===== config.mk =====
export PLATFORM = sky130hd
export DESIGN_NAME = rssi_weighted_centroid_top
export DESIGN_NICKNAME = d
export VERILOG_FILES = /design/src/rtl/rwc_pkg.sv /design/src/rtl/rssi_weighted_centroid_top.sv /design/src/rtl/rwc_ctrl.sv /design/src/rtl/rwc_datapath.sv
export SDC_FILE = /design/constraint.sdc
export NUM_CORES = 2
export LEC_CHECK = 0
export ABC_AREA = 1
export BUFFER_PORTS_ARGS = -buffer_cell sky130_fd_sc_hd__buf_2
export CORE_MARGIN = 5
export CORE_UTILIZATION = 36
export DETAILED_ROUTE_END_ITERATION = 8
export SYNTH_ARGS = -nofsm -noshare
export SYNTH_HDL_FRONTEND = slang
export SYNTH_SLANG_ARGS = --single-unit

===== constraint.sdc =====
create_clock -name clk -period 5.7 [get_ports clk]
set_input_delay 0.57 -clock clk [delete_from_list [all_inputs] [get_ports clk]]
set_output_delay 0.57 -clock clk [all_outputs]
set_load 0.05 [all_outputs]

===== src/rtl/rwc_pkg.sv =====
// Shared types and constants for the RSSI weighted centroid block.
// Used by rwc_ctrl, rwc_datapath and the top level. No dependencies.
`timescale 1ns / 1ps
`default_nettype none
package rwc_pkg;

    // Widths sized for the largest supported window (8) and report limit (64)
    localparam int CNT_W  = 4;   // window fill count, 0..8
    localparam int PTR_W  = 3;   // window slot index, 0..7
    localparam int SUM_W  = 11;  // sum of up to 8 signed bytes
    localparam int RC_W   = 7;   // reports in one set, 0..64
    localparam int C2_W   = 7;   // count squared, up to 64
    localparam int DEN_W  = 22;  // sum squared
    localparam int W_W    = 32;  // weight, unsigned 0.32
    localparam int WT_W   = 40;  // weight total
    localparam int WX_W   = 48;  // weighted coordinate total
    localparam int PROD_W = 41;  // weight times coordinate
    localparam int Q_W    = 8;   // coordinate quotient
    localparam int STEP_W = 6;   // divider step counter
    localparam int SLOTS  = 4;
    localparam int WMAX   = 8;
    localparam int ADDR_W = 3;

    localparam logic [ADDR_W-1:0] REG_ANCHOR0_X = 3'd0;
    localparam logic [ADDR_W-1:0] REG_ANCHOR0_Y = 3'd1;
    localparam logic [ADDR_W-1:0] REG_ANCHOR1_X = 3'd2;
    localparam logic [ADDR_W-1:0] REG_ANCHOR1_Y = 3'd3;
    localparam logic [ADDR_W-1:0] REG_ANCHOR2_X = 3'd4;
    localparam logic [ADDR_W-1:0] REG_ANCHOR2_Y = 3'd5;

    localparam logic [1:0] STATUS_OK      = 2'd0;
    localparam logic [1:0] STATUS_INVALID = 2'd1;
    localparam logic [1:0] STATUS_EMPTY   = 2'd2;

    typedef enum logic [3:0] {
        ST_IDLE,
        ST_DECIDE,
        ST_PUSH,
        ST_SQUARE,
        ST_DINIT,
        ST_DIV,
        ST_MUL,
        ST_ACC,
        ST_CLOSE,
        ST_FX_INIT,
        ST_FX_DIV,
        ST_FY_INIT,
        ST_FY_DIV,
        ST_EMIT
    } state_t;

    typedef struct packed {
        logic latch;
        logic push;
        logic square;
        logic div_init;
        logic div_step;
        logic mul;
        logic acc;
        logic fin_init;
        logic fin_y;
        logic fin_step;
        logic emit;
    } cmd_t;

    typedef struct packed {
        logic item_ok;
        logic item_last;
        logic wt_zero;
        logic iter_done;
        logic out_free;
    } stat_t;

endpackage
`default_nettype wire


===== src/rtl/rssi_weighted_centroid_top.sv =====
// RSSI weighted centroid top level: controller plus datapath.
// Depends on rwc_pkg, rwc_ctrl and rwc_datapath.
//
// Usage:
//   s_* takes one RSSI report per word: tdata[1:0] anchor id, tdata[9:2]
//   RSSI in dBm (signed), tlast closes the set. m_* returns one word per
//   closed set: tdata[7:0] x, tdata[15:8] y (signed, truncated toward
//   zero), tuser status (0 ok, 1 invalid anchor seen, 2 empty set).
//   Anchor coordinates are written on cfg_we/cfg_addr/cfg_wdata while idle.
// Sequencing:
//   One report is in flight at a time. A valid report holds s_tready low
//   after acceptance while it passes the 32-step serial weight divider,
//   which is skipped when the weight saturates; an ignored report skips
//   the divider too. A closing report then runs two 8-step coordinate
//   divisions and loads the output (an empty set goes straight to the load).
// Reset: all windows, set totals and the output valid flag clear; anchor
//   coordinates return to their defaults.
// Stall: a finished result sits in the output register; the next report is
//   accepted meanwhile, and the block holds only when a new result is ready
//   before the previous one has been taken.
`timescale 1ns / 1ps
`default_nettype none
module rssi_weighted_centroid_top #(
    parameter int NUM_ANCHORS = 3,
    parameter int WINDOW      = 5,
    parameter int MAX_REPORTS = 8
) (
    input  wire logic        clk,
    input  wire logic        rst_n,
    input  wire logic        cfg_we,
    input  wire logic [2:0]  cfg_addr,
    input  wire logic [7:0]  cfg_wdata,
    input  wire logic        s_tvalid,
    output logic             s_tready,
    input  wire logic [15:0] s_tdata,   // [1:0] anchor_id, [9:2] rssi_dbm, rest zero
    input  wire logic        s_tlast,   // last
    output logic             m_tvalid,
    input  wire logic        m_tready,
    output logic [15:0]      m_tdata,   // [7:0] pos_x, [15:8] pos_y
    output logic [1:0]       m_tuser    // [1:0] status
);

    rwc_pkg::cmd_t  cmd;
    rwc_pkg::stat_t stat;

    rwc_ctrl u_ctrl (
        .clk      (clk),
        .rst_n    (rst_n),
        .in_valid (s_tvalid),
        .in_ready (s_tready),
        .stat     (stat),
        .cmd      (cmd)
    );

    rwc_datapath #(
        .NUM_ANCHORS (NUM_ANCHORS),
        .WINDOW      (WINDOW),
        .MAX_REPORTS (MAX_REPORTS)
    ) u_datapath (
        .clk          (clk),
        .rst_n        (rst_n),
        .cfg_we       (cfg_we),
        .cfg_addr     (cfg_addr),
        .cfg_wdata    (cfg_wdata),
        .in_anchor_id (s_tdata[1:0]),
        .in_rssi_dbm  (s_tdata[9:2]),
        .in_last      (s_tlast),
        .cmd          (cmd),
        .stat         (stat),
        .out_valid    (m_tvalid),
        .out_ready    (m_tready),
        .out_pos_x    (m_tdata[7:0]),
        .out_pos_y    (m_tdata[15:8]),
        .out_status   (m_tuser)
    );

endmodule
`default_nettype wire


===== src/rtl/rwc_ctrl.sv =====
// Sequencer for the RSSI weighted centroid block.
// Depends on rwc_pkg; drives rwc_datapath through cmd_t, reads stat_t.
`timescale 1ns / 1ps
`default_nettype none
module rwc_ctrl (
    input  wire logic          clk,
    input  wire logic          rst_n,
    input  wire logic          in_valid,
    output logic               in_ready,
    input  wire rwc_pkg::stat_t stat,
    output rwc_pkg::cmd_t      cmd
);

    rwc_pkg::state_t state_reg;
    rwc_pkg::state_t state_next;

    always_ff @(posedge clk or negedge rst_n)
    begin
        if (!rst_n)
        begin
            state_reg <= rwc_pkg::ST_IDLE;
        end
        else
        begin
            state_reg <= state_next;
        end
    end

    always_comb
    begin
        state_next = state_reg;
        cmd        = '0;
        in_ready   = 1'b0;
        unique case (state_reg)
            rwc_pkg::ST_IDLE:
            begin
                in_ready = 1'b1;
                if (in_valid)
                begin
                    cmd.latch  = 1'b1;
                    state_next = rwc_pkg::ST_DECIDE;
                end
            end
            rwc_pkg::ST_DECIDE:
            begin
                state_next = stat.item_ok ? rwc_pkg::ST_PUSH : rwc_pkg::ST_CLOSE;
            end
            rwc_pkg::ST_PUSH:
            begin
                cmd.push   = 1'b1;
                state_next = rwc_pkg::ST_SQUARE;
            end
            rwc_pkg::ST_SQUARE:
            begin
                cmd.square = 1'b1;
                state_next = rwc_pkg::ST_DINIT;
            end
            rwc_pkg::ST_DINIT:
            begin
                cmd.div_init = 1'b1;
                state_next   = rwc_pkg::ST_DIV;
            end
            rwc_pkg::ST_DIV:
            begin
                if (stat.iter_done)
                begin
                    state_next = rwc_pkg::ST_MUL;
                end
                else
                begin
                    cmd.div_step = 1'b1;
                end
            end
            rwc_pkg::ST_MUL:
            begin
                cmd.mul    = 1'b1;
                state_next = rwc_pkg::ST_ACC;
            end
            rwc_pkg::ST_ACC:
            begin
                cmd.acc    = 1'b1;
                state_next = rwc_pkg::ST_CLOSE;
            end
            rwc_pkg::ST_CLOSE:
            begin
                if (!stat.item_last)
                begin
                    state_next = rwc_pkg::ST_IDLE;
                end
                else if (stat.wt_zero)
                begin
                    state_next = rwc_pkg::ST_EMIT;
                end
                else
                begin
                    state_next = rwc_pkg::ST_FX_INIT;
                end
            end
            rwc_pkg::ST_FX_INIT:
            begin
                cmd.fin_init = 1'b1;
                state_next   = rwc_pkg::ST_FX_DIV;
            end
            rwc_pkg::ST_FX_DIV:
            begin
                if (stat.iter_done)
                begin
                    state_next = rwc_pkg::ST_FY_INIT;
                end
                else
                begin
                    cmd.fin_step = 1'b1;
                end
            end
            rwc_pkg::ST_FY_INIT:
            begin
                // Also captures the finished x quotient
                cmd.fin_init = 1'b1;
                cmd.fin_y    = 1'b1;
                state_next   = rwc_pkg::ST_FY_DIV;
            end
            rwc_pkg::ST_FY_DIV:
            begin
                if (stat.iter_done)
                begin
                    state_next = rwc_pkg::ST_EMIT;
                end
                else
                begin
                    cmd.fin_step = 1'b1;
                end
            end
            rwc_pkg::ST_EMIT:
            begin
                if (stat.out_free)
                begin
                    cmd.emit   = 1'b1;
                    state_next = rwc_pkg::ST_IDLE;
                end
            end
            default:
            begin
                state_next = rwc_pkg::ST_IDLE;
            end
        endcase
    end

endmodule
`default_nettype wire


===== src/rtl/rwc_datapath.sv =====
// Datapath: anchor windows, weight divider, accumulators, final divider
// and output register. Depends on rwc_pkg; commanded by rwc_ctrl.
`timescale 1ns / 1ps
`default_nettype none
module rwc_datapath #(
    parameter int NUM_ANCHORS = 3,
    parameter int WINDOW      = 5,
    parameter int MAX_REPORTS = 8
) (
    input  wire logic                        clk,
    input  wire logic                        rst_n,
    input  wire logic                        cfg_we,
    input  wire logic [rwc_pkg::ADDR_W-1:0]  cfg_addr,
    input  wire logic [7:0]                  cfg_wdata,
    input  wire logic [1:0]                  in_anchor_id,
    input  wire logic [7:0]                  in_rssi_dbm,
    input  wire logic                        in_last,
    input  wire rwc_pkg::cmd_t               cmd,
    output rwc_pkg::stat_t                   stat,
    output logic                             out_valid,
    input  wire logic                        out_ready,
    output logic [7:0]                       out_pos_x,
    output logic [7:0]                       out_pos_y,
    output logic [1:0]                       out_status
);

    localparam int CNT_W  = rwc_pkg::CNT_W;
    localparam int PTR_W  = rwc_pkg::PTR_W;
    localparam int SUM_W  = rwc_pkg::SUM_W;
    localparam int RC_W   = rwc_pkg::RC_W;
    localparam int C2_W   = rwc_pkg::C2_W;
    localparam int DEN_W  = rwc_pkg::DEN_W;
    localparam int W_W    = rwc_pkg::W_W;
    localparam int WT_W   = rwc_pkg::WT_W;
    localparam int WX_W   = rwc_pkg::WX_W;
    localparam int PROD_W = rwc_pkg::PROD_W;
    localparam int Q_W    = rwc_pkg::Q_W;
    localparam int STEP_W = rwc_pkg::STEP_W;

    // Anchor coordinates
    logic signed [7:0] cx_reg [3];
    logic signed [7:0] cy_reg [3];

    always_ff @(posedge clk or negedge rst_n)
    begin
        if (!rst_n)
        begin
            cx_reg[0] <= 8'sd0;
            cy_reg[0] <= 8'sd0;
            cx_reg[1] <= 8'sd8;
            cy_reg[1] <= 8'sd0;
            cx_reg[2] <= 8'sd4;
            cy_reg[2] <= 8'sd4;
        end
        else if (cfg_we)
        begin
            unique case (cfg_addr)
                rwc_pkg::REG_ANCHOR0_X: cx_reg[0] <= cfg_wdata;
                rwc_pkg::REG_ANCHOR0_Y: cy_reg[0] <= cfg_wdata;
                rwc_pkg::REG_ANCHOR1_X: cx_reg[1] <= cfg_wdata;
                rwc_pkg::REG_ANCHOR1_Y: cy_reg[1] <= cfg_wdata;
                rwc_pkg::REG_ANCHOR2_X: cx_reg[2] <= cfg_wdata;
                rwc_pkg::REG_ANCHOR2_Y: cy_reg[2] <= cfg_wdata;
                default: ;
            endcase
        end
    end

    // Input word
    logic [1:0]        aid_reg;
    logic signed [7:0] rssi_reg;
    logic              last_reg;
    logic              ok_reg;
    logic              invalid_reg;
    logic [RC_W-1:0]   rc_reg;
    logic              aid_in_range;

    assign aid_in_range = ({1'b0, in_anchor_id} < 3'(NUM_ANCHORS));

    always_ff @(posedge clk or negedge rst_n)
    begin
        if (!rst_n)
        begin
            aid_reg  <= '0;
            rssi_reg <= '0;
            last_reg <= 1'b0;
            ok_reg   <= 1'b0;
        end
        else if (cmd.latch)
        begin
            aid_reg  <= in_anchor_id;
            rssi_reg <= in_rssi_dbm;
            last_reg <= in_last;
            ok_reg   <= aid_in_range && (rc_reg < RC_W'(MAX_REPORTS));
        end
    end

    // Anchor windows
    logic signed [7:0]       win_reg [rwc_pkg::SLOTS][rwc_pkg::WMAX];
    logic [CNT_W-1:0]        cnt_reg [rwc_pkg::SLOTS];
    logic [PTR_W-1:0]        ptr_reg [rwc_pkg::SLOTS];
    logic signed [SUM_W-1:0] sum_reg [rwc_pkg::SLOTS];
    logic signed [SUM_W-1:0] s_reg;
    logic [CNT_W-1:0]        c_reg;

    logic [PTR_W-1:0]        p_cur;
    logic [PTR_W:0]          p_inc;
    logic [PTR_W-1:0]        p_next;
    logic                    win_full;
    logic signed [SUM_W-1:0] old_ext;
    logic signed [SUM_W-1:0] new_sum;
    logic [CNT_W-1:0]        new_cnt;

    always_comb
    begin
        p_cur    = ({1'b0, ptr_reg[aid_reg]} >= 4'(WINDOW)) ? '0 : ptr_reg[aid_reg];
        p_inc    = {1'b0, p_cur} + 4'd1;
        p_next   = (p_inc >= 4'(WINDOW)) ? '0 : p_inc[PTR_W-1:0];
        win_full = (cnt_reg[aid_reg] >= CNT_W'(WINDOW));
        old_ext  = win_full ? SUM_W'(win_reg[aid_reg][p_cur]) : '0;
        new_sum  = sum_reg[aid_reg] - old_ext + SUM_W'(rssi_reg);
        new_cnt  = win_full ? cnt_reg[aid_reg] : cnt_reg[aid_reg] + 4'd1;
    end

    always_ff @(posedge clk)
    begin
        if (cmd.push)
        begin
            win_reg[aid_reg][p_cur] <= rssi_reg;
        end
    end

    always_ff @(posedge clk or negedge rst_n)
    begin
        if (!rst_n)
        begin
            for (int i = 0; i < rwc_pkg::SLOTS; i++)
            begin
                cnt_reg[i] <= '0;
                ptr_reg[i] <= '0;
                sum_reg[i] <= '0;
            end
            s_reg <= '0;
            c_reg <= '0;
        end
        else if (cmd.push)
        begin
            cnt_reg[aid_reg] <= new_cnt;
            ptr_reg[aid_reg] <= p_next;
            sum_reg[aid_reg] <= new_sum;
            s_reg            <= new_sum;
            c_reg            <= new_cnt;
        end
    end

    // Squares
    logic [DEN_W-1:0]        den_reg;
    logic [C2_W-1:0]         c2_reg;
    logic signed [DEN_W-1:0] s_wide;
    logic signed [DEN_W-1:0] s_sq;
    logic [2*CNT_W-1:0]      c_sq;

    assign s_wide = DEN_W'(s_reg);
    assign s_sq   = s_wide * s_wide;
    assign c_sq   = {{CNT_W{1'b0}}, c_reg} * {{CNT_W{1'b0}}, c_reg};

    always_ff @(posedge clk)
    begin
        if (cmd.square)
        begin
            den_reg <= s_sq;
            c2_reg  <= c_sq[C2_W-1:0];
        end
    end

    // Shared step counter for both dividers
    logic [STEP_W-1:0] step_reg;

    // Weight divider: (c^2 << 32) / s^2, one quotient bit a cycle
    logic [DEN_W-1:0] rem_reg;
    logic [W_W-1:0]   q_reg;
    logic [DEN_W:0]   r2;
    logic             r2_ge;
    logic [DEN_W-1:0] c2_ext;
    logic             sat;

    assign c2_ext = DEN_W'(c2_reg);
    assign sat    = (den_reg == '0) || (c2_ext >= den_reg);
    assign r2     = {rem_reg, 1'b0};
    assign r2_ge  = (r2 >= {1'b0, den_reg});

    always_ff @(posedge clk)
    begin
        if (cmd.div_init)
        begin
            rem_reg <= c2_ext;
            q_reg   <= sat ? '1 : '0;
        end
        else if (cmd.div_step)
        begin
            rem_reg <= r2_ge ? DEN_W'(r2 - {1'b0, den_reg}) : r2[DEN_W-1:0];
            q_reg   <= {q_reg[W_W-2:0], r2_ge};
        end
    end

    // Weighted coordinates
    logic signed [PROD_W-1:0] px_reg;
    logic signed [PROD_W-1:0] py_reg;
    logic signed [7:0]        cx_sel;
    logic signed [7:0]        cy_sel;
    logic signed [PROD_W-1:0] w_signed;

    always_comb
    begin
        cx_sel = '0;
        cy_sel = '0;
        if (aid_reg < 2'd3)
        begin
            cx_sel = cx_reg[aid_reg];
            cy_sel = cy_reg[aid_reg];
        end
    end

    assign w_signed = $signed({{(PROD_W-W_W){1'b0}}, q_reg});

    always_ff @(posedge clk)
    begin
        if (cmd.mul)
        begin
            px_reg <= w_signed * PROD_W'(cx_sel);
            py_reg <= w_signed * PROD_W'(cy_sel);
        end
    end

    // Set accumulators
    logic [WT_W-1:0]        wt_reg;
    logic signed [WX_W-1:0] wx_reg;
    logic signed [WX_W-1:0] wy_reg;

    always_ff @(posedge clk or negedge rst_n)
    begin
        if (!rst_n)
        begin
            wt_reg      <= '0;
            wx_reg      <= '0;
            wy_reg      <= '0;
            rc_reg      <= '0;
            invalid_reg <= 1'b0;
        end
        else if (cmd.emit)
        begin
            wt_reg      <= '0;
            wx_reg      <= '0;
            wy_reg      <= '0;
            rc_reg      <= '0;
            invalid_reg <= 1'b0;
        end
        else
        begin
            if (cmd.latch && !aid_in_range)
            begin
                invalid_reg <= 1'b1;
            end
            if (cmd.acc)
            begin
                wt_reg <= wt_reg + WT_W'(q_reg);
                wx_reg <= wx_reg + WX_W'(px_reg);
                wy_reg <= wy_reg + WX_W'(py_reg);
                rc_reg <= rc_reg + 7'd1;
            end
        end
    end

    // Final divider: |total| / weight, 8 quotient bits, then restore sign
    logic [WT_W-1:0]        frem_reg;
    logic [7:0]             fsh_reg;
    logic [Q_W-1:0]         fq_reg;
    logic                   fneg_reg;
    logic [Q_W-1:0]         rx_reg;
    logic signed [WX_W-1:0] fsrc;
    logic [WX_W-1:0]        fmag;
    logic [WT_W:0]          fr2;
    logic                   fr2_ge;
    logic [Q_W-1:0]         fres;

    assign fsrc   = cmd.fin_y ? wy_reg : wx_reg;
    assign fmag   = fsrc[WX_W-1] ? WX_W'(-fsrc) : fsrc;
    assign fr2    = {frem_reg, fsh_reg[7]};
    assign fr2_ge = (fr2 >= {1'b0, wt_reg});
    assign fres   = fneg_reg ? Q_W'(-fq_reg) : fq_reg;

    always_ff @(posedge clk)
    begin
        if (cmd.fin_init)
        begin
            frem_reg <= fmag[WX_W-1:8];
            fsh_reg  <= fmag[7:0];
            fq_reg   <= '0;
            fneg_reg <= fsrc[WX_W-1];
            if (cmd.fin_y)
            begin
                rx_reg <= fres;
            end
        end
        else if (cmd.fin_step)
        begin
            frem_reg <= fr2_ge ? WT_W'(fr2 - {1'b0, wt_reg}) : fr2[WT_W-1:0];
            fsh_reg  <= {fsh_reg[6:0], 1'b0};
            fq_reg   <= {fq_reg[Q_W-2:0], fr2_ge};
        end
    end

    always_ff @(posedge clk or negedge rst_n)
    begin
        if (!rst_n)
        begin
            step_reg <= '0;
        end
        else if (cmd.div_init)
        begin
            step_reg <= sat ? '0 : STEP_W'(W_W);
        end
        else if (cmd.fin_init)
        begin
            step_reg <= STEP_W'(Q_W);
        end
        else if (cmd.div_step || cmd.fin_step)
        begin
            step_reg <= step_reg - 6'd1;
        end
    end

    // Output register
    logic       ovalid_reg;
    logic [7:0] ox_reg;
    logic [7:0] oy_reg;
    logic [1:0] ost_reg;

    always_ff @(posedge clk or negedge rst_n)
    begin
        if (!rst_n)
        begin
            ovalid_reg <= 1'b0;
        end
        else if (cmd.emit)
        begin
            ovalid_reg <= 1'b1;
        end
        else if (out_ready)
        begin
            ovalid_reg <= 1'b0;
        end
    end

    always_ff @(posedge clk)
    begin
        if (cmd.emit)
        begin
            if (wt_reg == '0)
            begin
                ox_reg  <= '0;
                oy_reg  <= '0;
                ost_reg <= rwc_pkg::STATUS_EMPTY;
            end
            else
            begin
                ox_reg  <= rx_reg;
                oy_reg  <= fres;
                ost_reg <= invalid_reg ? rwc_pkg::STATUS_INVALID : rwc_pkg::STATUS_OK;
            end
        end
    end

    assign out_valid  = ovalid_reg;
    assign out_pos_x  = ox_reg;
    assign out_pos_y  = oy_reg;
    assign out_status = ost_reg;

    assign stat.item_ok   = ok_reg;
    assign stat.item_last = last_reg;
    assign stat.wt_zero   = (wt_reg == '0);
    assign stat.iter_done = (step_reg == '0);
    assign stat.out_free  = !ovalid_reg || out_ready;

endmodule
`default_nettype wire


==> impl_metrics.toml <==
[run_status]
outcome = "completed"

[finish]
largest_reg_flops = 160
nets = 10300
fillCellCount = 19100
multi_input_area_um2 = 40000
register_area_um2 = 19500
areaGrowthSynthToFinish_pct = 13.6
drive_gt1_share_pct = 8.16

[clock_tree]
clk_latency_ps = 730
clk_pin_slew_worst_paths_ps = 60
cts_inserted_buffers = 86
cts_tree = "built"
root_buffer = "clkbuf_16"
cts.path.max_buffers = 3
cts_num_sinks = 708
htreeDepth = 3

[worst_hold_path]
whs_endpoint = "u_datapath.last_reg"
min_from = "s_tlast"
min_path_type = "in -> reg"
hold-path-cell-count = 3

[synthesis]
synth_edf_count = 383
netlist_instances = 9057
synth_ff_type = "edfxtp_1"
synth_top_area_cell = "edfxtp_1"
syn-num-nets = 10000
synthTopCellsByArea = "edfxtp_1 (17%), fa_1 (14%), nand2_1 (12%)"
syn_area_um2 = 67300
ys_ff_latch = 708
ys_warn_count = 0
synthDistinctLibCells = 63
async_flop_share_pct = 42.7
ys_seq_area_share_pct = 29.0
synth.avg_cell_area_um2 = 7.43
synth_top_area_share_pct = 17.1

[critical_path]
critPathBufInv = 10
cp_max_fo = 9
cp-end-kind = "flop"
critical_path_required_ps = 6200
ff2ff_path_depth = 26
critPathMaxStageDelay_ps = 560
critical-path-top-delay-family = "adder cells"
cp.arrival_ps = 6030
crit_path_top_delay_cell = "fa_1"
worst_setup_path_start_kind = "flop"
timing.rr.end = "u_datapath.py_reg[38]"
r2r_slack_ps = 170
crit_type = "reg -> reg"
regToRegStartpoint = "u_datapath.aid_reg[1]"

[floorplan]
die_area_um2 = 196000
rows = 158
dieHeight_um = 442
start_util_pct = 36.3
pin_count = 53
chipWidth_um = 442
core_area_um2 = 186000

[grt]
use_met2_pct = 35.5
grt_max_degree = 130
met3_usage_pct = 2.09
grt_pass1_wl_mm = 338
first_global_vias = 59200
globalRouteMet1Util_pct = 30.3
grt_antenna_before_repair = 4
track_usage_pct = 21.7
grt-ovfl-total = 0
busiest_layer = "met2"

[sta]
timing.final.crit_share_pct = 97.1
max_freq_mhz = 181
setup-violations-final = 0
setup_ws_ps = 168
period_needed_ps = 5530
finalMaxSlewViolations = 0
timing_hold_violations_final = 0
skew_ps = 37.9
worstMarginPinSlew_ps = 1130
slew_headroom_pct = 23.9
grt_setup_unrepaired = "true"

[placement]
place.gp.congestion = 0.980
dp_hpwl_mm = 174
io_buffers = 46
pre_cts_ws_ps = -158

[detailed_routing]
drcViolationCount = 0
ant_nets = 0
dr.pass1.iters = 6
first_iter_violations = 4617
vias = 59800
drt-vias-per-instance = 5.03
totalWireLength_mm = 219
wl_per_cell_um = 18.4

[run]
cap_violations = 0
[synthesized netlist by cell type (all sizes together), types with 11 or more instances]
master and n:
edfxtp 383, a21oi 432, or2 14, a31oi 58
a21boi 14, o31ai 15, and3 12, ha 443
a21o 24, fa 484, xor2 109, inv 1978
nand4 66, o22ai 116, xnor2 50, nand2 2274
o211ai 21, nor3 69, nand3b 11, buf 50
nand3 352, o21bai 38, o21ai 670, o21a 22
nor4 35, dfxtp 23, dfrtp 299, nor2 757
clkbuf 179
[worst min-delay path: stages]
cell,delay (ps)
buf_2,90
nand2_1,50
nand2_1,50
[routing by layer]
metal,vias to the layer above,wire length [µm]
met5,-,13
met4,2,7800
met3,291,10700
met2,1601,100000
met1,28900,100000
li1,29100,-
[worst max-delay path by stage]
stage | startpoint | slack [ps] | cells past startpoint | endpoint
floorplan | u_datapath.aid_reg[0] | 30 | 26 | u_datapath.py_reg[36]
global placement | u_datapath.aid_reg[1] | -150 | 25 | u_datapath.py_reg[36]
detailed placement | u_datapath.aid_reg[1] | -160 | 25 | u_datapath.py_reg[36]
CTS | u_datapath.aid_reg[1] | 20 | 25 | u_datapath.py_reg[36]
global route | u_datapath.aid_reg[0] | -50 | 25 | u_datapath.px_reg[39]
finish | u_datapath.aid_reg[1] | 170 | 26 | u_datapath.py_reg[38]
[cell type report]
type                       count  share of cell area [%]
antenna                        2                 0.00655
tap                         2480                    4.06
clock inverter                54                   0.903
multi-input combinational   6138                    52.3
timing repair buffer         426                    4.47
clock buffer                 107                    3.01
inverter                    1982                    9.74
sequential                   708                    25.5
[placed cells by master (no fill, tap or decap), types with 116 or more instances in the layout]
cell | synthesis | routed
o21ai_0 | 646 | 632
nand2_1 | 2240 | 2236
nor2_1 | 727 | 705
inv_1 | 1966 | 1961
fa_1 | 484 | 484
ha_1 | 443 | 424
nand3_1 | 349 | 339
o22ai_1 | 116 | 116
edfxtp_1 | 383 | 383
a21oi_1 | 432 | 414
buf_4 | 6 | 342
dfrtp_1 | 299 | 294
[stage by stage]
stage / cell area (µm²) / std cells / TNS [ps] / hold WS, ps / utilization, %
4_1_cts: 75700 / 11900 / 0 / 4.19 / 40.8
3_3_place_gp: 72600 / 11700 / -474 / 433 / 39.1
5_1_grt: 76500 / 11900 / -234 / 47.2 / 41.2
3_5_place_dp: 72600 / 11700 / -506 / 458 / 39.1
6_report: 76500 / 11900 / 0 / 66.4 / 41.2
2_1_floorplan: 67300 / 9057 / 0 / 274 / -
[logic make-up (layout without fill, tap and decap cells)]
family,count (synthesis),count (layout),share of synthesized area [%]
simple gates,3598,3598,21.9
buf+inv,2211,2569,12.5
compound gates,1454,1454,11.9
fa+ha+maj,927,927,22.6
flops,708,708,29.0
xor+xnor,159,159,2.07
other cells,0,2,0
[what timing repair did]
item                                    in CTS  in global routing
pin swaps                                    0                 24
hold buffers                                 7                  0
hold endpoints to repair                    63                  0
cloned                                       0                  5
setup buffers                                0                  5
resized for setup                            6                139
endpoints found under the setup margin      14                 53
Power is left out: the tool's default activity adds up to more than one toggle a clock period on the data nets, which glitch-free logic cannot reach.
